--- config.mk ---
export PLATFORM = sky130hd
export DESIGN_NAME = vfcao_emit
export DESIGN_NICKNAME = d
export VERILOG_FILES = /design/src/rtl/vfcao_pkg.sv /design/src/rtl/vfcao_emit.sv
export SDC_FILE = /design/constraint.sdc
export NUM_CORES = 1
export LEC_CHECK = 0
export ABC_AREA = 1
export BUFFER_PORTS_ARGS = -buffer_cell sky130_fd_sc_hd__buf_2
export CORE_MARGIN = 3
export CORE_UTILIZATION = 30
export DETAILED_ROUTE_END_ITERATION = 7
export GPL_TIMING_DRIVEN = 1
export SLEW_MARGIN = 5
export SYNTH_ARGS = -nofsm -noshare
export SYNTH_HDL_FRONTEND = slang
export SYNTH_SLANG_ARGS = --single-unit
--- constraint.sdc ---
create_clock -name clk -period 4.95 [get_ports clk]
set_clock_uncertainty 0.05 [all_clocks]
set_input_delay 0.7425 -clock clk [delete_from_list [all_inputs] [get_ports clk]]
set_output_delay 0.7425 -clock clk [all_outputs]
set_load 0.02 [all_outputs]
--- src/rtl/vfcao_pkg.sv ---
// shared types, constants and occlusion tables for the voxel face cull block
package vfcao_pkg;

  // fixed field widths
  localparam int MAT_W  = 7;
  localparam int POSX_W = 5;
  localparam int POSY_W = 8;
  localparam int POSZ_W = 5;
  localparam int FACE_W = 3;
  localparam int OCCL_W = 2;

  // 3x3x3 neighborhood, index = (dx+1) + 3*(dy+1) + 9*(dz+1)
  localparam int CUBE_N = 27;
  typedef logic [4:0]        cube_idx_t;
  typedef logic [CUBE_N-1:0] cube_t;
  localparam cube_idx_t CUBE_CENTER = 5'd13;
  localparam cube_idx_t CUBE_LAST   = 5'd26;

  typedef enum logic [0:0] {
    REQ_WRITE = 1'b0,
    REQ_MESH  = 1'b1
  } req_type_t;

  localparam int NUM_FACES = 6;
  typedef logic [FACE_W-1:0] face_t;
  localparam face_t FACE_LAST = 3'd5;

  // direct neighbor of each face: back, front, left, right, bottom, top
  localparam cube_idx_t FACE_NBR [NUM_FACES] = '{
    5'd22, 5'd4, 5'd14, 5'd12, 5'd10, 5'd16
  };

  // per face, per vertex: side 1, side 2, corner
  localparam cube_idx_t AO_IDX [NUM_FACES][4][3] = '{
    '{'{5'd23, 5'd25, 5'd26}, '{5'd25, 5'd21, 5'd24},
      '{5'd21, 5'd19, 5'd18}, '{5'd19, 5'd23, 5'd20}},
    '{'{5'd3,  5'd7,  5'd6 }, '{5'd7,  5'd5,  5'd8 },
      '{5'd5,  5'd1,  5'd2 }, '{5'd1,  5'd3,  5'd0 }},
    '{'{5'd5,  5'd17, 5'd8 }, '{5'd17, 5'd23, 5'd26},
      '{5'd23, 5'd11, 5'd20}, '{5'd11, 5'd5,  5'd2 }},
    '{'{5'd21, 5'd15, 5'd24}, '{5'd15, 5'd3,  5'd6 },
      '{5'd3,  5'd9,  5'd0 }, '{5'd9,  5'd21, 5'd18}},
    '{'{5'd9,  5'd1,  5'd0 }, '{5'd1,  5'd11, 5'd2 },
      '{5'd11, 5'd19, 5'd20}, '{5'd19, 5'd9,  5'd18}},
    '{'{5'd15, 5'd25, 5'd24}, '{5'd25, 5'd17, 5'd26},
      '{5'd17, 5'd7,  5'd8 }, '{5'd7,  5'd15, 5'd6 }}
  };

  // one face result as it leaves the block
  typedef struct packed {
    face_t              face_id;
    logic [OCCL_W-1:0]  occl_v0;
    logic [OCCL_W-1:0]  occl_v1;
    logic [OCCL_W-1:0]  occl_v2;
    logic [OCCL_W-1:0]  occl_v3;
    logic [MAT_W-1:0]   material;
    logic               last;
  } face_res_t;

  // vertex occlusion: 0 when both sides solid, else 3 minus solid count
  function automatic logic [OCCL_W-1:0] ao_level(cube_t cube, face_t f, logic [1:0] v);
    logic              s0;
    logic              s1;
    logic              s2;
    logic [1:0]        sum;
    logic [OCCL_W-1:0] lvl;
    lvl = '0;
    if (f <= FACE_LAST) begin
      s0  = cube[AO_IDX[f][v][0]];
      s1  = cube[AO_IDX[f][v][1]];
      s2  = cube[AO_IDX[f][v][2]];
      sum = {1'b0, s0} + {1'b0, s1} + {1'b0, s2};
      if (s0 && s1) begin
        lvl = '0;
      end else begin
        lvl = 2'd3 - sum;
      end
    end
    return lvl;
  endfunction

endpackage

--- src/rtl/vfcao_emit.sv ---
// picks visible faces in order and registers one result per face with its occlusion
module vfcao_emit (
  input  logic                        clk,
  input  logic                        rst,
  input  logic                        start,
  input  vfcao_pkg::cube_t            cube,
  input  logic [vfcao_pkg::MAT_W-1:0] material,
  input  logic                        out_ready,
  output logic                        out_valid,
  output vfcao_pkg::face_res_t        res,
  output logic                        busy
);
  import vfcao_pkg::*;

  logic [NUM_FACES-1:0] vis;
  logic [NUM_FACES-1:0] rem;
  logic [NUM_FACES-1:0] nxt_bit;
  face_t                nxt;
  logic                 load;

  // a face shows when its neighbor is air
  always_comb begin
    for (int f = 0; f < NUM_FACES; f++) begin
      vis[f] = ~cube[FACE_NBR[f]];
    end
  end

  // lowest remaining face goes first
  always_comb begin
    nxt     = '0;
    nxt_bit = '0;
    for (int i = NUM_FACES - 1; i >= 0; i--) begin
      if (rem[i]) begin
        nxt     = FACE_W'(i);
        nxt_bit = NUM_FACES'(1) << i;
      end
    end
  end

  assign load = (rem != '0) && (!out_valid || out_ready);
  assign busy = (rem != '0) || out_valid;

  // face mask and output valid
  always_ff @(posedge clk) begin
    if (rst) begin
      rem       <= '0;
      out_valid <= 1'b0;
    end else begin
      if (start) begin
        rem <= (material != '0) ? vis : '0;
      end else if (load) begin
        rem <= rem & ~nxt_bit;
      end
      if (load) begin
        out_valid <= 1'b1;
      end else if (out_ready) begin
        out_valid <= 1'b0;
      end
    end
  end

  // result register
  always_ff @(posedge clk) begin
    if (load) begin
      res.face_id  <= nxt;
      res.occl_v0  <= ao_level(cube, nxt, 2'd0);
      res.occl_v1  <= ao_level(cube, nxt, 2'd1);
      res.occl_v2  <= ao_level(cube, nxt, 2'd2);
      res.occl_v3  <= ao_level(cube, nxt, 2'd3);
      res.material <= material;
      res.last     <= ((rem & ~nxt_bit) == '0);
    end
  end

endmodule

== Word level (Yosys, flattened, before mapping) ==
Memories as Yosys holds them, arrays and structs flattened.
Index checks and enable logic that the tools add are counted.

* Register bits after elaboration: 26
* Memory bits (read-only): 480
* Input bits: 38
* Output and inout bits: 21
* Word-level logic and storage cells: 106
* Memories: 1

* Add/sub/neg operators: 12
* Order comparisons: 14
* Muxes and demuxes: 43
* Bitwise gates (word level): 10
* Reductions and logical operators: 17

{| class="wikitable"
|+ Memories
! memory !! words !! width !! rd ports !! clocked after Yosys merged registers in !! wr ports !! RTL line !! source
|-
| (name not given) || 8 || 60 || 1 || 0 || 0 || vfcao_pkg.sv:71 || <nowiki>s2 = cube[AO_IDX[f][v][2]];</nowiki>
|}

{| class="wikitable"
|+ Operator list
! operator !! count
|-
| 60-bit 2-to-1 mux || 2
|-
| 5-bit by 6-bit < comparator with 1-bit output (second input constant) || 12
|-
| 1-bit binary-select mux with 5-bit select || 12
|-
| 6-bit 2-to-1 mux || 9
|-
| 3-bit 2-to-1 mux || 6
|-
| 1-bit 2-to-1 mux || 14
|-
| 1-bit by 1-bit adder with 2-bit output || 4
|-
| 2-bit by 1-bit adder with 2-bit output || 4
|-
| 2-bit OR reduction || 4
|-
| 2-bit subtractor (first input constant) || 4
|-
| 1-bit inverter || 7
|-
| 7-bit nonzero test || 1
|-
| 6-bit AND || 1
|-
| 6-bit logical NOT || 1
|-
| 6-bit inverter || 1
|-
| 6-bit nonzero test || 1
|-
| 1-bit logical AND || 5
|-
| 4-bit >= comparator (second input constant) || 1
|-
| 3-bit inverter with 4-bit output || 1
|-
| 2-bit nonzero test || 2
|-
| 3-bit <= comparator (second input constant) || 1
|-
| 1-bit logical OR || 2
|-
| 1-bit logical NOT || 1
|}

== Logic depth before layout (Yosys ltp) ==
* Depth in word-level cells: 15
* Mapped depth: 19
* Gate-level depth less buffers: 19

== Worst setup path before layout ==
OpenSTA, ideal clock, no wires.

* Path kind: reg-to-reg
* From: reg rem[3]
* To: reg res[10] (netlist name), data pin
* Setup time: 251 ps
* Arrival: 2,480 ps
* Required time: 4,649 ps
* Slack: 2,169 ps
* Cell stages (with the launch flop): 16
* Buffers on the path: 1
* Clock period less this slack: 2,781 ps
* Cell sequence: dfxtp_1 inv_1 o21ai_0 nand2_1 nand2_1 nand2_2 inv_1 ha_1 clkbuf_1 o21ai_0 o21ai_0 nand2_1 nand3_1 o21ai_2 fa_1 nor2_1

* Longest elaborated chain between the ends: 13
* Elaborated cells on any way between the ends: 21
* Classes of those cells: add/sub (3); order compare (1); mux (12); bitwise (2); reduce/logical (2); memory (1)

{| class="wikitable"
|+ RTL lines
! what !! RTL line !! source
|-
| start, declared || vfcao_emit.sv:16 || <nowiki>logic [NUM_FACES-1:0] rem;</nowiki>
|-
| start signal, assigned || vfcao_emit.sv:50 || <nowiki>rem <= (material != '0) ? vis : '0;</nowiki>
|-
| start signal, assigned || vfcao_emit.sv:52 || <nowiki>rem <= rem & ~nxt_bit;</nowiki>
|-
| 3-bit 2-to-1 mux (*) (4 in series) || vfcao_emit.sv:33 || <nowiki>if (rem[i]) begin</nowiki>
|-
| named net nxt[0] || vfcao_emit.sv:18 || <nowiki>face_t nxt;</nowiki>
|-
| 3-bit inverter with 4-bit output (implied by the code) || vfcao_pkg.sv:69, vfcao_pkg.sv:70, vfcao_pkg.sv:71 ||
|-
| memory 8 x 60 bit || n/a ||
|-
| 60-bit 2-to-1 mux (2 in series) || n/a ||
|-
| 1-bit binary-select mux with 5-bit select (on tied branches) || vfcao_pkg.sv:69, vfcao_pkg.sv:70 ||
|-
| 1-bit 2-to-1 mux (on tied branches) || vfcao_pkg.sv:69, vfcao_pkg.sv:70 ||
|-
| 1-bit by 1-bit adder with 2-bit output || vfcao_pkg.sv:72 || <nowiki>sum = {1'b0, s0} + {1'b0, s1} + {1'b0, s2};</nowiki>
|-
| 2-bit by 1-bit adder with 2-bit output || vfcao_pkg.sv:72 ||
|-
| 2-bit subtractor || vfcao_pkg.sv:76 || <nowiki>lvl = 2'd3 - sum;</nowiki>
|-
| end, declared || vfcao_emit.sv:10 || <nowiki>output vfcao_pkg::face_res_t res,</nowiki>
|}

Mark *: on every way through the listed nets, which the timed path passes. The rest lies on a longest branch. The select of a mux whose other input is x is not followed.
A chain may end at the register's enable or synchronous reset.

== Worst setup path in the final report ==
* From: reg rem[3]
* To: reg res[14] (netlist name), data pin

Same word-level chain as after synthesis.

==> reports/qor.yml <==
status: "finished, final reports clean"
ff2ff_setup_slack_ns: 1.61
post-synth-top-count-cell: "nand2_1"
ioPinCount: 59
maxCapViolations: 0
async_flop_share_pct: 0
synthSimpleGateAreaFrac_pct: 28.9
ys_warn_count: 0
first_global_vias: 2143
synth_edf_count: 19
viasPerCell: 4.87
synth_area_per_cell_um2: 7.29
grt_start_max_net_pins: 28
slew_viol_final: 0
holdWs_ns: 0.461
fin_crit_sh_pct: 67.5
core-area_um2: 7410
synth_xor_area_share_pct: 0
cts_setup_buffers: 0
wl_met1_um: 2780
synth_adder_area_share_pct: 8.20
post_cts_resized: 0
synth.area.top_cells: "edfxtp_1 24%, nand2_1 12%, inv_1 7.4%, dfxtp_1 6.0%, o21ai_0 6.0%"
crit_start: "rem[3]$_SDFFE_PP0P_"
synthMuxAreaShare_pct: 0
synth_top_cell_area_share_pct: 24.3
crit_end: "res[14]$_SDFFCE_PP0P_"
max_slew_margin_pct: 48.7
worst_setup_path_end_kind: "register"
numCtsBuffers: 3
critical_path_arrival_ns: 3.41
fmax_mhz: 299
tritoncts: "done"
synthTopCellsByCount: "73 x nand2_1, 46 x inv_1, 28 x o21ai_0"
seq_area_frac_synth_pct: 30.3
dr.pass1.iters: 5
layout_min_cycle_time_ns: 3.34
drt_wl_total_um: 6080
setup_violations: 0
grt_pass1_wl_um: 9780
final_nets: 427
synth_area_um2: 2350
num_vias: 2310
power_density_nw_per_um2: 484
synth_nets: 373
peakVddDrop_mv: 0.124
hold_class: "register to register"
critPathMaxFanout: 11
clk_pin_slew_worst_paths_ns: 0.09
startpoint_type: "register"
reg2reg_to: "res[14]$_SDFFCE_PP0P_"
critPathKind: "register to register"
grt_setup_unrepaired: "no"
nFillCells: 793
clockRootBuffer: "clkbuf_8"
die_w_um: 94.5
portBuffers: 58
wl_met2_um: 2750
clock_path_buffers: 2
synth_top_family_by_area: "simple AND/OR/NAND/NOR gates"
worst_r2r_path_depth: 13
dieHeight_um: 94.5
ant_nets: 0
timing.setup.tns_ns: 0
synthFlopType: "edfxtp_1"
routed-wl-met3_um: 444
gp_congestion: 0.896
clk-insertion-delay-late_ns: 0.27
netlist_instances: 322
rows: 31
hold_violations: 0
rr_startpoint: "rem[3]$_SDFFE_PP0P_"
cts_hold_buffers: 0
area_growth_pct: 16.9
place_hpwl_um: 4930
cts_sinks: 26
initialDrtViolationCount: 134
tightest_slew_ns: 0.768
required_ns: 5.02
route.top_layer_used: "met4"
synth_compound_area_share_pct: 21.2
p_leak_nw: 1.32
start_util_pct: 31.7
drive_gt1_share_pct: 24.0
yosysUniqueCellTypes: 40
synth_largest_area_cell: "edfxtp_1"
n_antenna_cell: 0
synth.ff_latch_count: 26
antenna_found_initial: 0
grt_usage_pct: 13.7
ctsHtreeMaxLevel: 1
wl_per_cell_um: 12.8
drc_errors: 0
overflow: 0
die-area_um2: 8930
## placed cells by master (no fill, tap or decap), drive strengths merged, types with 6 or more instances in the layout
master,count
nand2,79
dfxtp,7
buf,58
nand3,28
a21oi,26
o21ai,40
ha,9
edfxtp,19
nor2,24
o22ai,6
inv,50
## metrics by stage
| stage | utilization (%) | worst slack (ns) | total power, mW | instance area (um2) | std cells |
|---|---|---|---|---|---|
| finish | 37.1 | 1.61 | 1.33 | 2750 | 474 |
| detailed placement | 36.2 | 1.66 | 1.18 | 2680 | 470 |
| global route | 37.1 | 1.31 | 1.46 | 2750 | 474 |
| CTS | 37.1 | 1.63 | 1.34 | 2750 | 474 |
| global placement | 36.2 | 1.84 | 1.17 | 2680 | 470 |
| floorplan | - | 2.17 | 1.01 | 2350 | 322 |
## state kept, by name, summed over array words and instances (netlist names)
name,count
rem,6
out_valid,1
res,19
## where the power goes
group | total [mW] | switching [mW] | internal (mW)
Combinational | 0.815 | 0.544 | 0.271
Sequential | 0.361 | 0.0180 | 0.343
Clock | 0.154 | 0.0657 | 0.0879
Total | 1.33 | 0.628 | 0.701
## critical path, stage by stage (launching register included)
cell and delay [ns]:
dfxtp_1 0.44, inv_1 0.10, o21ai_0 0.10, nand2_1 0.07
nand2_1 0.07, nand2_2 0.11, inv_1 0.27, ha_1 0.41
inv_1 0.18, o31ai_1 0.28, nor2_1 0.06, a31oi_1 0.44
fa_1 0.49, nor2_1 0.14
## layer usage
| layer | global-route usage, % | up-vias |
|---|---|---|
| met5 | 0 | - |
| met4 | 4.09 | 0 |
| met3 | 1.91 | 10 |
| met2 | 23.3 | 89 |
| met1 | 17.9 | 1021 |
| li1 | - | 1190 |
## cells by family (layout without fill, tap and decap cells)
group | after synthesis | after routing
AND/OR/NAND/NOR | 139 | 139
AO/OA/AOI/OAI | 85 | 85
buffers and inverters | 59 | 112
flip-flops | 26 | 26
adder cells (fa/ha/maj) | 13 | 13
## worst min path at each step
stage                              startpoint             endpoint  depth (start not counted)
after global routing      rem[4]$_SDFFE_PP0P_  rem[4]$_SDFFE_PP0P_                          2
after floorplan           rem[4]$_SDFFE_PP0P_  rem[4]$_SDFFE_PP0P_                          2
after global placement    rem[4]$_SDFFE_PP0P_  rem[4]$_SDFFE_PP0P_                          2
after CTS                 rem[4]$_SDFFE_PP0P_  rem[4]$_SDFFE_PP0P_                          2
after detailed placement  rem[4]$_SDFFE_PP0P_  rem[4]$_SDFFE_PP0P_                          2
final                     rem[4]$_SDFFE_PP0P_  rem[4]$_SDFFE_PP0P_                          2
## cell type report
type	count	area (um2)	area share (%)
multi-input cells	237	1370	49.8
flip-flops and latches	26	711	25.9
repair buffers	58	290	10.6
inverters	50	188	6.83
well taps	99	124	4.51
clock buffers	4	66.3	2.41
Note: power is estimated with default switching activity, not from simulation.
