--- src/rtl/vfcao_pkg.sv ---
// shared types, constants and occlusion tables for the voxel face cull block
package vfcao_pkg;

  // fixed field widths
  localparam int MAT_W  = 7;
  localparam int POSX_W = 5;
  localparam int POSY_W = 8;
  localparam int POSZ_W = 5;
  localparam int FACE_W = 3;
  localparam int OCCL_W = 2;

  // 3x3x3 neighborhood, index = (dx+1) + 3*(dy+1) + 9*(dz+1)
  localparam int CUBE_N = 27;
  typedef logic [4:0]        cube_idx_t;
  typedef logic [CUBE_N-1:0] cube_t;
  localparam cube_idx_t CUBE_CENTER = 5'd13;
  localparam cube_idx_t CUBE_LAST   = 5'd26;

  typedef enum logic [0:0] {
    REQ_WRITE = 1'b0,
    REQ_MESH  = 1'b1
  } req_type_t;

  localparam int NUM_FACES = 6;
  typedef logic [FACE_W-1:0] face_t;
  localparam face_t FACE_LAST = 3'd5;

  // direct neighbor of each face: back, front, left, right, bottom, top
  localparam cube_idx_t FACE_NBR [NUM_FACES] = '{
    5'd22, 5'd4, 5'd14, 5'd12, 5'd10, 5'd16
  };

  // per face, per vertex: side 1, side 2, corner
  localparam cube_idx_t AO_IDX [NUM_FACES][4][3] = '{
    '{'{5'd23, 5'd25, 5'd26}, '{5'd25, 5'd21, 5'd24},
      '{5'd21, 5'd19, 5'd18}, '{5'd19, 5'd23, 5'd20}},
    '{'{5'd3,  5'd7,  5'd6 }, '{5'd7,  5'd5,  5'd8 },
      '{5'd5,  5'd1,  5'd2 }, '{5'd1,  5'd3,  5'd0 }},
    '{'{5'd5,  5'd17, 5'd8 }, '{5'd17, 5'd23, 5'd26},
      '{5'd23, 5'd11, 5'd20}, '{5'd11, 5'd5,  5'd2 }},
    '{'{5'd21, 5'd15, 5'd24}, '{5'd15, 5'd3,  5'd6 },
      '{5'd3,  5'd9,  5'd0 }, '{5'd9,  5'd21, 5'd18}},
    '{'{5'd9,  5'd1,  5'd0 }, '{5'd1,  5'd11, 5'd2 },
      '{5'd11, 5'd19, 5'd20}, '{5'd19, 5'd9,  5'd18}},
    '{'{5'd15, 5'd25, 5'd24}, '{5'd25, 5'd17, 5'd26},
      '{5'd17, 5'd7,  5'd8 }, '{5'd7,  5'd15, 5'd6 }}
  };

  // one face result as it leaves the block
  typedef struct packed {
    face_t              face_id;
    logic [OCCL_W-1:0]  occl_v0;
    logic [OCCL_W-1:0]  occl_v1;
    logic [OCCL_W-1:0]  occl_v2;
    logic [OCCL_W-1:0]  occl_v3;
    logic [MAT_W-1:0]   material;
    logic               last;
  } face_res_t;

  // vertex occlusion: 0 when both sides solid, else 3 minus solid count
  function automatic logic [OCCL_W-1:0] ao_level(cube_t cube, face_t f, logic [1:0] v);
    logic              s0;
    logic              s1;
    logic              s2;
    logic [1:0]        sum;
    logic [OCCL_W-1:0] lvl;
    lvl = '0;
    if (f <= FACE_LAST) begin
      s0  = cube[AO_IDX[f][v][0]];
      s1  = cube[AO_IDX[f][v][1]];
      s2  = cube[AO_IDX[f][v][2]];
      sum = {1'b0, s0} + {1'b0, s1} + {1'b0, s2};
      if (s0 && s1) begin
        lvl = '0;
      end else begin
        lvl = 2'd3 - sum;
      end
    end
    return lvl;
  endfunction

endpackage

--- src/rtl/vfcao_gather.sv ---
// walks the 3x3x3 neighborhood of a voxel through the store, one read per cycle
module vfcao_gather #(
  parameter int CHUNK_X = 32,
  parameter int CHUNK_Y = 256,
  parameter int CHUNK_Z = 32,
  parameter int CW      = 10,
  parameter int AW      = 18
) (
  input  logic                        clk,
  input  logic                        rst,
  input  logic                        start,
  input  logic signed [CW-1:0]        cx,
  input  logic signed [CW-1:0]        cy,
  input  logic signed [CW-1:0]        cz,
  input  logic                        border_solid,
  output logic                        rd_en,
  output logic [AW-1:0]               rd_addr,
  input  logic [vfcao_pkg::MAT_W-1:0] rd_data,
  output vfcao_pkg::cube_t            cube,
  output logic [vfcao_pkg::MAT_W-1:0] material,
  output logic                        done
);
  import vfcao_pkg::*;

  logic                 issuing;
  logic [1:0]           ox;
  logic [1:0]           oy;
  logic [1:0]           oz;
  cube_idx_t            cnt;
  logic signed [CW-1:0] nx;
  logic signed [CW-1:0] ny;
  logic signed [CW-1:0] nz;
  logic                 in_chunk;
  logic                 vld_d;
  logic                 oob_d;
  cube_idx_t            idx_d;

  // neighbor coordinate for the current offset
  assign nx = cx + $signed(CW'(ox)) - $signed(CW'(1));
  assign ny = cy + $signed(CW'(oy)) - $signed(CW'(1));
  assign nz = cz + $signed(CW'(oz)) - $signed(CW'(1));

  assign in_chunk = !nx[CW-1] && (int'(nx) < CHUNK_X) &&
                    !ny[CW-1] && (int'(ny) < CHUNK_Y) &&
                    !nz[CW-1] && (int'(nz) < CHUNK_Z);

  // linear store address, only used when inside
  assign rd_addr = AW'($unsigned(nx)) +
                   AW'($unsigned(ny)) * AW'(CHUNK_X) +
                   AW'($unsigned(nz)) * AW'(CHUNK_X * CHUNK_Y);
  assign rd_en   = issuing && in_chunk;

  // offset counters, x fastest
  always_ff @(posedge clk) begin
    if (rst) begin
      issuing <= 1'b0;
      vld_d   <= 1'b0;
    end else begin
      vld_d <= issuing;
      if (start) begin
        issuing <= 1'b1;
      end else if (issuing && cnt == CUBE_LAST) begin
        issuing <= 1'b0;
      end
    end
  end

  always_ff @(posedge clk) begin
    if (start) begin
      ox  <= '0;
      oy  <= '0;
      oz  <= '0;
      cnt <= '0;
    end else if (issuing) begin
      cnt <= cnt + 5'd1;
      if (ox == 2'd2) begin
        ox <= '0;
        if (oy == 2'd2) begin
          oy <= '0;
          oz <= oz + 2'd1;
        end else begin
          oy <= oy + 2'd1;
        end
      end else begin
        ox <= ox + 2'd1;
      end
    end
    oob_d <= !in_chunk;
    idx_d <= cnt;
  end

  // collect solid bits as read data returns
  always_ff @(posedge clk) begin
    if (vld_d) begin
      cube[idx_d] <= oob_d ? border_solid : (rd_data != '0);
      if (idx_d == CUBE_CENTER) begin
        material <= rd_data;
      end
    end
  end

  assign done = vld_d && (idx_d == CUBE_LAST);

endmodule

--- config.mk ---
export PLATFORM = sky130hd
export DESIGN_NAME = vfcao_gather
export DESIGN_NICKNAME = d
export VERILOG_FILES = /design/src/rtl/vfcao_pkg.sv /design/src/rtl/vfcao_gather.sv
export SDC_FILE = /design/constraint.sdc
export NUM_CORES = 1
export LEC_CHECK = 0
export BUFFER_PORTS_ARGS = -buffer_cell sky130_fd_sc_hd__clkbuf_2
export CAP_MARGIN = 20
export CORE_MARGIN = 2
export CORE_UTILIZATION = 48
export DETAILED_ROUTE_END_ITERATION = 8
export GPL_TIMING_DRIVEN = 0
export PLACE_DENSITY_LB_ADDON = 0.12
export SYNTH_ARGS = -nofsm -noshare
export SYNTH_HDL_FRONTEND = slang
export SYNTH_SLANG_ARGS = --single-unit
--- constraint.sdc ---
create_clock -name clk -period 5.25 [get_ports clk]
set_clock_uncertainty 0.1 [all_clocks]
set_input_delay 1.05 -clock clk [delete_from_list [all_inputs] [get_ports clk]]
set_output_delay 1.05 -clock clk [all_outputs]
set_load 0.01 [all_outputs]
* Word level (Yosys, flattened, before mapping)
Index checks and enable logic that the tools add are counted.
Word-level totals: flip-flop bits (word level) 53, output and inout port bits 54, logic and storage cells 58
Operators by class: add/sub/neg operators 12, $lt $le $gt $ge 5, equal/unequal tests 5, multiplexer cells 8, reduce and logical (&&, ||, !) cells 18
Operators with widths (count):
- $add A10 B3 Y10 | 3
- $sub A10 B2 Y10 const B | 3
- $bwmux W27 | 1
- $lt A10 B7 Y1 const B | 2
- $add A16 B18 Y18 | 1
- $add A10 B15 Y16 | 1
- $eq A5 B5 Y1 const B | 2
- $lt A10 B10 Y1 const B | 1
- $logic_and A1 B1 Y1 | 9
- $reduce_bool A7 Y1 | 1
- $add A2 B1 Y2 const B | 3
- $lt A5 B6 Y1 const B | 1
- $add A5 B1 Y5 const B | 1
- $demux W1 S5 | 1
- $eq A5 B4 Y1 const B | 1
- $ge A5 B1 Y1 const B | 1
- $eq A2 B2 Y1 const B | 2
- $logic_not A1 Y1 | 4
- $mux W1 | 4
- $mux W2 | 2
- $reduce_and A2 Y1 | 2
- $reduce_and A3 Y1 | 1
- $reduce_bool A2 Y1 | 1

* Logic depth before layout (Yosys ltp)
Gate-level depths: netlist of run 1.
depth in word-level cells 9, depth in mapped cells 18, depth with buffers taken out 18

* Worst setup path after synthesis of run 1
No wires, ideal clock.
kind input-to-output, start input cx[1], end output rd_addr[17], arrival time 4287 ps, required time 4100 ps, setup slack -187 ps, stages on the path 17, path buffers 0, path through inv_1 -> ha_1 -> inv_1 -> ha_1 -> fa_1 -> a21o_1 -> a22o_1 -> o21a_1 -> o21ai_0 -> nand2b_1 -> xnor2_1 -> ha_1 -> a21boi_0 -> o21a_1 -> a311oi_1 -> nor2_1 -> xnor2_1
On the way: word-level cells in the longest chain between the ends 4
Ends and longest elaborated chain:
- start, declared | line vfcao_gather.sv:12 | input logic signed [CW-1:0] cx,
- $add A10 B3 Y10 | line vfcao_gather.sv:39 | assign nx = cx + $signed(CW'(ox)) - $signed(CW'(1));
- $sub A10 B2 Y10 | line vfcao_gather.sv:39
- $add A10 B15 Y16 | line vfcao_gather.sv:48 | assign rd_addr = AW'($unsigned(nx)) +
- $add A16 B18 Y18 | line vfcao_gather.sv:49 | AW'($unsigned(ny)) * AW'(CHUNK_X) +
- end, declared | line vfcao_gather.sv:17 | output logic [AW-1:0] rd_addr,
No other way between the ends.

* Final worst setup path of run 1
Same ends and word-level chain as after synthesis.

==> summary.json, run 1 <==
{
  "ctsHtreeMaxLevel": {"value": 2},
  "finalHoldViolations": {"value": 0},
  "fin_crit_sh": {"value": 1.05},
  "floorplan.initialDensity": {"value": 0.493},
  "avgSynthCellArea": {"value": 9.44, "unit": "sq um"},
  "synth_enable_flop_cells": {"value": 34},
  "setup_viol": {"value": 7},
  "port_buffers": {"value": 94},
  "grt-ovfl-total": {"value": 0},
  "detail_route.wl_per_cell": {"value": 11.9, "unit": "um"},
  "final_max_slew_violation_count": {"value": 0},
  "critPathRequiredTime": {"value": 4.10, "unit": "ns"},
  "capturing_element_type_of_the_critical_path": {"value": "primary output"},
  "dieHeight": {"value": 90.1, "unit": "um"},
  "antenna_found_initial": {"value": 0},
  "critical_path_source_type": {"value": "input port"},
  "violations": {"value": "setup timing"},
  "post_synth_num_cell_types": {"value": 49},
  "netlist_area": {"value": 3560, "unit": "sq um"},
  "chipWidth": {"value": 90.1, "unit": "um"},
  "cts_max_path_buffers": {"value": 2},
  "layout-drive-gt1-share": {"value": 0.304},
  "final_antenna_net_count": {"value": 0},
  "run_status": {"value": "finished, violations left"},
  "fmaxAchievable": {"value": 182, "unit": "MHz"},
  "max_slew_margin": {"value": 0.365},
  "synth-seq-area-share": {"value": 0.394},
  "fp.dieArea": {"value": 8120, "unit": "sq um"},
  "worst_setup_slack_after_placement": {"value": -0.457, "unit": "ns"},
  "worst_skew_pair_later_pin_latency": {"value": 0.30, "unit": "ns"},
  "placeableCoreArea": {"value": 7210, "unit": "sq um"},
  "yosys_register_bits": {"value": 53},
  "drcViolationCount": {"value": 0},
  "timing.setup.critical_path_class": {"value": "in -> out"},
  "clock-root-buffer": {"value": "sky130_fd_sc_hd__clkbuf_8"},
  "syn2layout_area_growth": {"value": 27.4, "unit": "%"},
  "post-layout-total-power": {"value": 1220, "unit": "uW"},
  "worst-path-max-fanout": {"value": 2},
  "most_frequently_used_flop_master_after_synthesis": {"value": "sky130_fd_sc_hd__edfxtp_1"},
  "cts-buffers-inserted": {"value": 5},
  "ir_worst_vdd": {"value": 129, "unit": "uV"},
  "first_iter_violations": {"value": 72},
  "cts_tree": {"value": "yes"},
  "route.vias.total": {"value": 2930},
  "critical_path_arrival": {"value": 4.35, "unit": "ns"},
  "n_fill_cell": {"value": 637},
  "grt_max_degree": {"value": 28},
  "finalWorstSetupSlack": {"value": -0.254, "unit": "ns"},
  "design.final.nets": {"value": 577},
  "unrepaired_setup_endpoints_after_global_routing": {"value": "yes"},
  "synth-async-reset-ratio": {"value": 0},
  "detail_route.first_pass.iterations": {"value": 4},
  "wire_length_of_the_first_global_routing_pass": {"value": 11500, "unit": "um"},
  "worst_setup_hold_path_clk_slew": {"value": 0.09, "unit": "ns"},
  "synthesis.yosys.warnings": {"value": 0},
  "num_antenna_cells": {"value": 0},
  "cts.sinks": {"value": 53},
  "hpwlAfterDp": {"value": 5480, "unit": "um"},
  "rows": {"value": 31},
  "max_slew.worst_pin.slew": {"value": 0.953, "unit": "ns"},
  "gp_routability_congestion": {"value": 0.770},
  "cts-hold-fix-buffers": {"value": 0},
  "synth_cells": {"value": 377},
  "drt_wl_total": {"value": 7050, "unit": "um"},
  "track_usage": {"value": 0.169},
  "vias_in_the_first_global_route": {"value": 2663},
  "maxCapViolCount": {"value": 0},
  "power_density": {"value": 268, "unit": "nW/um^2"},
  "total_leakage_power": {"value": 0.00205, "unit": "uW"},
  "avgViaCountPerCell": {"value": 4.94},
  "mappedNetlistNets": {"value": 461},
  "period_minus_slack": {"value": 5.50, "unit": "ns"},
  "timing.hold.worst.class": {"value": "reg -> reg"},
  "io_pins": {"value": 95}
}
-- flip-flops by register name (all words and copies together), names as in the netlist --
signal    count
material      7
ox            2
idx_d         5
oy            2
vld_d         1
cube         27
oob_d         1
oz            2
cnt           5
issuing       1
-- power breakdown --
part           switching [uW]  internal (uW)  total (uW)
logic                     253            233         486
registers                5.86            449         454
clock network             132            143         275
total                     391            824        1220
-- logic make-up after synthesis --
kind of cell	after synthesis	synth area share
adders and majority gates	43	0.160
AOI/OAI and AO/OA	66	0.130
and+or+nand+nor	122	0.171
buffers and inverters	60	0.0633
muxes	2	0.00598
xor gates and xnor gates	31	0.0763
DFF	53	0.394
-- final timing paths --
path | startpoint | slack (ns) | endpoint | cells past startpoint
hold reg to reg | cnt[4]$_SDFFE_PP0P_ | 0.30 | idx_d[4]$_DFF_P_ | 0
setup / recovery | cx[1] | -0.25 | rd_addr[17] | 19
setup reg to reg | ox[1]$_SDFFE_PP0P_ | 1.78 | oob_d$_DFF_P_ | 15
hold / removal | cnt[4]$_SDFFE_PP0P_ | 0.30 | idx_d[4]$_DFF_P_ | 0
-- through the flow --
step                hold slack (ns)  TNS, ns  std cells  area, sq um  utilization
floorplan                     0.263  -0.0394        377         3580            -
global placement              0.279    -1.43        570         4170        0.578
CTS                           0.307   -0.892        587         4430        0.614
global route                  0.327    -2.04        593         4530        0.628
detailed placement            0.287    -1.73        570         4170        0.579
finish                        0.298   -0.907        593         4530        0.628
-- worst max-delay path, stage by stage --
cell                       delay (ns)
sky130_fd_sc_hd__buf_6           0.07
sky130_fd_sc_hd__inv_4           0.03
sky130_fd_sc_hd__ha_4            0.24
sky130_fd_sc_hd__inv_2           0.04
sky130_fd_sc_hd__ha_4            0.15
sky130_fd_sc_hd__fa_2            0.34
sky130_fd_sc_hd__a21o_1          0.19
sky130_fd_sc_hd__a22o_1          0.23
sky130_fd_sc_hd__o21a_1          0.21
sky130_fd_sc_hd__o21ai_1         0.12
sky130_fd_sc_hd__nand2b_1        0.10
sky130_fd_sc_hd__xnor2_2         0.15
sky130_fd_sc_hd__ha_1            0.30
sky130_fd_sc_hd__a21boi_2        0.17
sky130_fd_sc_hd__o21a_1          0.23
sky130_fd_sc_hd__a311oi_2        0.36
sky130_fd_sc_hd__nor2_1          0.10
sky130_fd_sc_hd__xnor2_1         0.13
sky130_fd_sc_hd__buf_2           0.14
-- placed cells by master (no fill, tap or decap), types with 5 or more instances in the layout --
cell type,count
sky130_fd_sc_hd__clkbuf_8,5
sky130_fd_sc_hd__dfxtp_1,19
sky130_fd_sc_hd__o21ai_0,6
sky130_fd_sc_hd__inv_1,54
sky130_fd_sc_hd__xor2_1,13
sky130_fd_sc_hd__nor2_1,58
sky130_fd_sc_hd__ha_1,35
sky130_fd_sc_hd__edfxtp_1,34
sky130_fd_sc_hd__nor3_1,13
sky130_fd_sc_hd__nand3b_1,5
sky130_fd_sc_hd__a21o_1,9
sky130_fd_sc_hd__xnor2_1,15
sky130_fd_sc_hd__nand2_1,10
sky130_fd_sc_hd__buf_2,9
sky130_fd_sc_hd__buf_4,12
sky130_fd_sc_hd__o21a_1,7
sky130_fd_sc_hd__a21oi_1,17
sky130_fd_sc_hd__clkbuf_2,84
-- metal layers --
metal / share of wire / GRT usage / wire length (um)
met5: 0 / 0 / 0
met4: 0.0072 / 0.0346 / 51
met3: 0.061 / 0.0369 / 430
met2: 0.47 / 0.283 / 3280
met1: 0.47 / 0.225 / 3290
-- synthesized netlist by cell type, types with 2 or more instances --
library cell	count	area, sq um
sky130_fd_sc_hd__or3b_2	3	26.3
sky130_fd_sc_hd__edfxtp_1	34	1020
sky130_fd_sc_hd__nor2_1	59	221
sky130_fd_sc_hd__nor4b_1	2	17.5
sky130_fd_sc_hd__or3_1	4	25.0
sky130_fd_sc_hd__fa_1	4	80.1
sky130_fd_sc_hd__inv_1	57	214
sky130_fd_sc_hd__nor2b_1	5	31.3
sky130_fd_sc_hd__nand3b_1	5	37.5
sky130_fd_sc_hd__nand3_1	4	20.0
sky130_fd_sc_hd__o21a_1	7	52.6
sky130_fd_sc_hd__a21oi_1	18	90.1
sky130_fd_sc_hd__nand2_1	11	41.3
sky130_fd_sc_hd__ha_1	39	488
sky130_fd_sc_hd__dfxtp_1	19	380
sky130_fd_sc_hd__xnor2_1	17	149
sky130_fd_sc_hd__o21ai_0	8	40.0
sky130_fd_sc_hd__o21bai_1	2	15.0
sky130_fd_sc_hd__nand4_1	2	12.5
sky130_fd_sc_hd__o211ai_1	3	22.5
sky130_fd_sc_hd__nor4_1	3	18.8
sky130_fd_sc_hd__clkbuf_1	2	7.51
sky130_fd_sc_hd__nand2b_1	4	25.0
sky130_fd_sc_hd__a211oi_1	5	37.5
sky130_fd_sc_hd__a311oi_1	2	17.5
sky130_fd_sc_hd__nor3_1	13	65.1
sky130_fd_sc_hd__xor2_1	14	123
sky130_fd_sc_hd__a21o_1	9	67.6
sky130_fd_sc_hd__and2_1	2	12.5
-- layout make-up --
type,count,area [sq um],share of cell area
buffer,3,11.3,0.00248
clock buffer,5,68.8,0.0152
clock inverter,3,43.8,0.00966
inverter,57,216,0.0478
multi-input combinational,264,2070,0.456
sequential,53,1400,0.309
tap,99,124,0.0273
timing repair buffer,109,601,0.132
-- repair_timing --
action	in CTS	in global routing
pin swaps	19	20
resized for setup	14	22
setup buffers	9	7
setup endpoints to repair	7	9
Power figures use the tool's default switching activity.
==> run 2: changes to the inputs <==
Settings changed: PLACE_DENSITY_LB_ADDON 0.12 to 0.05.
==> summary.json, run 2 (same netlist as run 1, synthesis figures left out) <==
{
  "period_minus_slack": {"value": 5.49, "unit": "ns", "change": "-0.0100 ns"},
  "io_pins": {"value": 95, "change": "unchanged"},
  "registers_with_the_most_flip_flops": {"value": "cube: 27 flops, material: 7 flops"},
  "regToRegStartpoint": {"value": "ox[1]$_SDFFE_PP0P_"},
  "commonest_cells_after_routing_fill_and_taps_aside": {"value": "86 x sky130_fd_sc_hd__clkbuf_2, 58 x sky130_fd_sc_hd__nor2_1, 54 x sky130_fd_sc_hd__inv_1, 35 x sky130_fd_sc_hd__ha_1, 34 x sky130_fd_sc_hd__edfxtp_1"},
  "ir_worst_vdd": {"value": 127, "unit": "uV", "change": "-1.6%"},
  "power_density": {"value": 264, "unit": "nW/um^2", "change": "-1.7%"},
  "largest_reg_flops": {"value": 27, "change": "unchanged"},
  "worst_skew_pair_later_pin_latency": {"value": 0.30, "unit": "ns", "change": "about the same"},
  "cts-buffers-inserted": {"value": 5, "change": "unchanged"},
  "cts_max_path_buffers": {"value": 2, "change": "unchanged"},
  "placeableCoreArea": {"value": 7210, "unit": "sq um", "change": "unchanged"},
  "worst_setup_hold_path_clk_slew": {"value": 0.10, "unit": "ns", "change": "about the same"},
  "cts-hold-fix-buffers": {"value": 0, "change": "unchanged"},
  "crit-reg2reg-capture": {"value": "oob_d$_DFF_P_"},
  "clock-root-buffer": {"value": "sky130_fd_sc_hd__clkbuf_8"},
  "violations": {"value": "setup timing"},
  "drt_wl_total": {"value": 6860, "unit": "um", "change": "-2.7%"},
  "syn2layout_area_growth": {"value": 26.8, "unit": "%"},
  "whs_endpoint": {"value": "idx_d[4]$_DFF_P_"},
  "final_design_area_no_fill": {"value": 4510, "unit": "sq um", "change": "-0.50%"},
  "fp.dieArea": {"value": 8120, "unit": "sq um", "change": "unchanged"},
  "vias_in_the_first_global_route": {"value": 2697, "change": "+1.3%"},
  "wire_length_of_the_first_global_routing_pass": {"value": 11500, "unit": "um", "change": "-0.30%"},
  "cts.sinks": {"value": 53, "change": "unchanged"},
  "worstHoldStart": {"value": "cnt[4]$_SDFFE_PP0P_"},
  "layout-drive-gt1-share": {"value": 0.303, "change": "about the same"},
  "cts_tree": {"value": "yes"},
  "final_antenna_net_count": {"value": 0, "change": "unchanged"},
  "antenna_found_initial": {"value": 0, "change": "unchanged"},
  "track_usage": {"value": 0.170, "change": "+0.000985"},
  "fmaxAchievable": {"value": 182, "unit": "MHz", "change": "+0.18%"},
  "fin_crit_sh": {"value": 1.05, "change": "-0.00191"},
  "max_slew.worst_pin.slew": {"value": 0.896, "unit": "ns", "change": "-0.0570 ns"},
  "worst-path-max-fanout": {"value": 2, "change": "unchanged"},
  "total_leakage_power": {"value": 0.00204, "unit": "uW", "change": "-0.22%"},
  "detail_route.wl_per_cell": {"value": 11.6, "unit": "um", "change": "-2.2%"},
  "critical_path_arrival": {"value": 4.34, "unit": "ns", "change": "about the same"},
  "final_max_slew_violation_count": {"value": 0, "change": "unchanged"},
  "critPathRequiredTime": {"value": 4.10, "unit": "ns", "change": "about the same"},
  "max_slew_margin": {"value": 0.403, "change": "+0.0380"},
  "reg2reg_depth": {"value": 14, "change": "-1"},
  "finalWorstSetupSlack": {"value": -0.244, "unit": "ns", "change": "+0.0100 ns"},
  "layoutNonFillerInstCount": {"value": 590, "change": "-0.51%"},
  "finalHoldViolations": {"value": 0, "change": "unchanged"},
  "num_antenna_cells": {"value": 0, "change": "unchanged"},
  "detail_route.first_pass.iterations": {"value": 4, "change": "unchanged"},
  "grt_max_degree": {"value": 28, "change": "unchanged"},
  "maxCapViolCount": {"value": 0, "change": "unchanged"},
  "timing.setup.critical_path_class": {"value": "in -> out"},
  "setup_viol": {"value": 6, "change": "-1"},
  "route.vias.total": {"value": 2908, "change": "-0.75%"},
  "chipWidth": {"value": 90.1, "unit": "um", "change": "unchanged"},
  "avgViaCountPerCell": {"value": 4.93, "change": "-0.25%"},
  "dpl_cell_area": {"value": 4170, "unit": "sq um", "change": "unchanged"},
  "finalCoreUtilization": {"value": 0.625, "change": "-0.00312"},
  "grt-ovfl-total": {"value": 0, "change": "unchanged"},
  "port_buffers": {"value": 94, "change": "unchanged"},
  "unrepaired_setup_endpoints_after_global_routing": {"value": "yes"},
  "dieHeight": {"value": 90.1, "unit": "um", "change": "unchanged"},
  "timing.hold.worst.class": {"value": "reg -> reg"},
  "run_status": {"value": "finished, violations left"},
  "timing.hold.worst_path_depth": {"value": 0, "change": "unchanged"},
  "design.final.nets": {"value": 574, "change": "-0.52%"},
  "layout.cells.most_common": {"value": "sky130_fd_sc_hd__clkbuf_2"},
  "ff2ff_setup_slack": {"value": 1.84, "unit": "ns", "change": "+0.06 ns"},
  "critical_path_source_type": {"value": "input port"},
  "fin_hold_ws": {"value": 0.315, "unit": "ns", "change": "+0.0173 ns"},
  "first_iter_violations": {"value": 86, "change": "+19%"},
  "hpwlAfterDp": {"value": 5510, "unit": "um", "change": "+0.55%"},
  "regMostFlops": {"value": "cube"},
  "drcViolationCount": {"value": 0, "change": "unchanged"},
  "dpl.cell_count": {"value": 570, "change": "unchanged"},
  "rows": {"value": 31, "change": "unchanged"},
  "ctsHtreeMaxLevel": {"value": 2, "change": "unchanged"},
  "setup-tns-final": {"value": -0.715, "unit": "ns", "change": "+0.192 ns"},
  "floorplan.initialDensity": {"value": 0.493, "change": "unchanged"},
  "capturing_element_type_of_the_critical_path": {"value": "primary output"},
  "gp_routability_congestion": {"value": 0.807, "change": "+4.8%"}
}
run 2: cell types whose count changed in the layout (fill, tap and decap cells not counted), sizes merged:
cell      change
buf           -5
clkbuf        +3
bufinv        -1
clkinv        +1
clkinvlp      -1
run 2: final cells by class:
cell class | instances | area, sq um
plain buffers | 3 | 11.3
clock buffers | 6 | 93.8
clock inverters | 2 | 13.8
fillers | 643 | 2700
inverters | 57 | 219
multi-input cells | 264 | 2080
flip-flops and latches | 53 | 1400
well taps | 99 | 124
repair buffers | 106 | 571
run 2: power breakdown:
part,total (uW),internal (uW),switching [uW]
sequential,454,449,5.83
clock,249,124,125
combinational,486,232,254
total,1190,804,385
run 2: worst max-delay path by stage:
stage          startpoint     endpoint  slack [ns]  cells after the start
2_1_floorplan       cx[1]  rd_addr[17]       -0.04                     17
3_3_place_gp        cx[1]  rd_addr[17]       -0.42                     19
3_5_place_dp        cx[1]  rd_addr[17]       -0.47                     20
4_1_cts             cx[1]  rd_addr[15]       -0.24                     19
5_1_grt             cx[1]  rd_addr[15]       -0.42                     19
6_report            cx[1]  rd_addr[15]       -0.24                     19
run 2: what timing repair did:
item / 4_1_cts / 5_1_grt
endpoints found under the setup margin: 7 / 9
pin swaps: 17 / 14
setup buffers: 9 / 3
resized for setup: 13 / 22
run 2: critical path, cell delays in order:
cell and delay [ns]:
sky130_fd_sc_hd__buf_6 0.07, sky130_fd_sc_hd__inv_4 0.03, sky130_fd_sc_hd__ha_4 0.25, sky130_fd_sc_hd__inv_4 0.03, sky130_fd_sc_hd__ha_4 0.15, sky130_fd_sc_hd__fa_2 0.33
sky130_fd_sc_hd__a21o_1 0.20, sky130_fd_sc_hd__a22o_1 0.23, sky130_fd_sc_hd__o21a_1 0.19, sky130_fd_sc_hd__o21ai_1 0.12, sky130_fd_sc_hd__nand2b_1 0.10, sky130_fd_sc_hd__xnor2_2 0.15
sky130_fd_sc_hd__ha_1 0.29, sky130_fd_sc_hd__a21boi_2 0.16, sky130_fd_sc_hd__o21a_1 0.20, sky130_fd_sc_hd__a311oi_2 0.34, sky130_fd_sc_hd__buf_4 0.19, sky130_fd_sc_hd__xnor2_2 0.10
sky130_fd_sc_hd__buf_2 0.14
run 2: stage by stage:
stage,worst slack (ns),total power [uW]
after floorplan,-0.0394,750
after global placement,-0.421,866
after detailed placement,-0.470,874
after CTS,-0.236,1160
after global routing,-0.416,1260
final,-0.244,1190
run 2: per-layer routing:
metal,vias to the layer above,GRT usage,share of wire
met3,9,0.0251,0.050
met5,-,0,0
li1,1526,-,-
met1,1293,0.211,0.44
met4,0,0.0500,0.015
met2,80,0.304,0.49
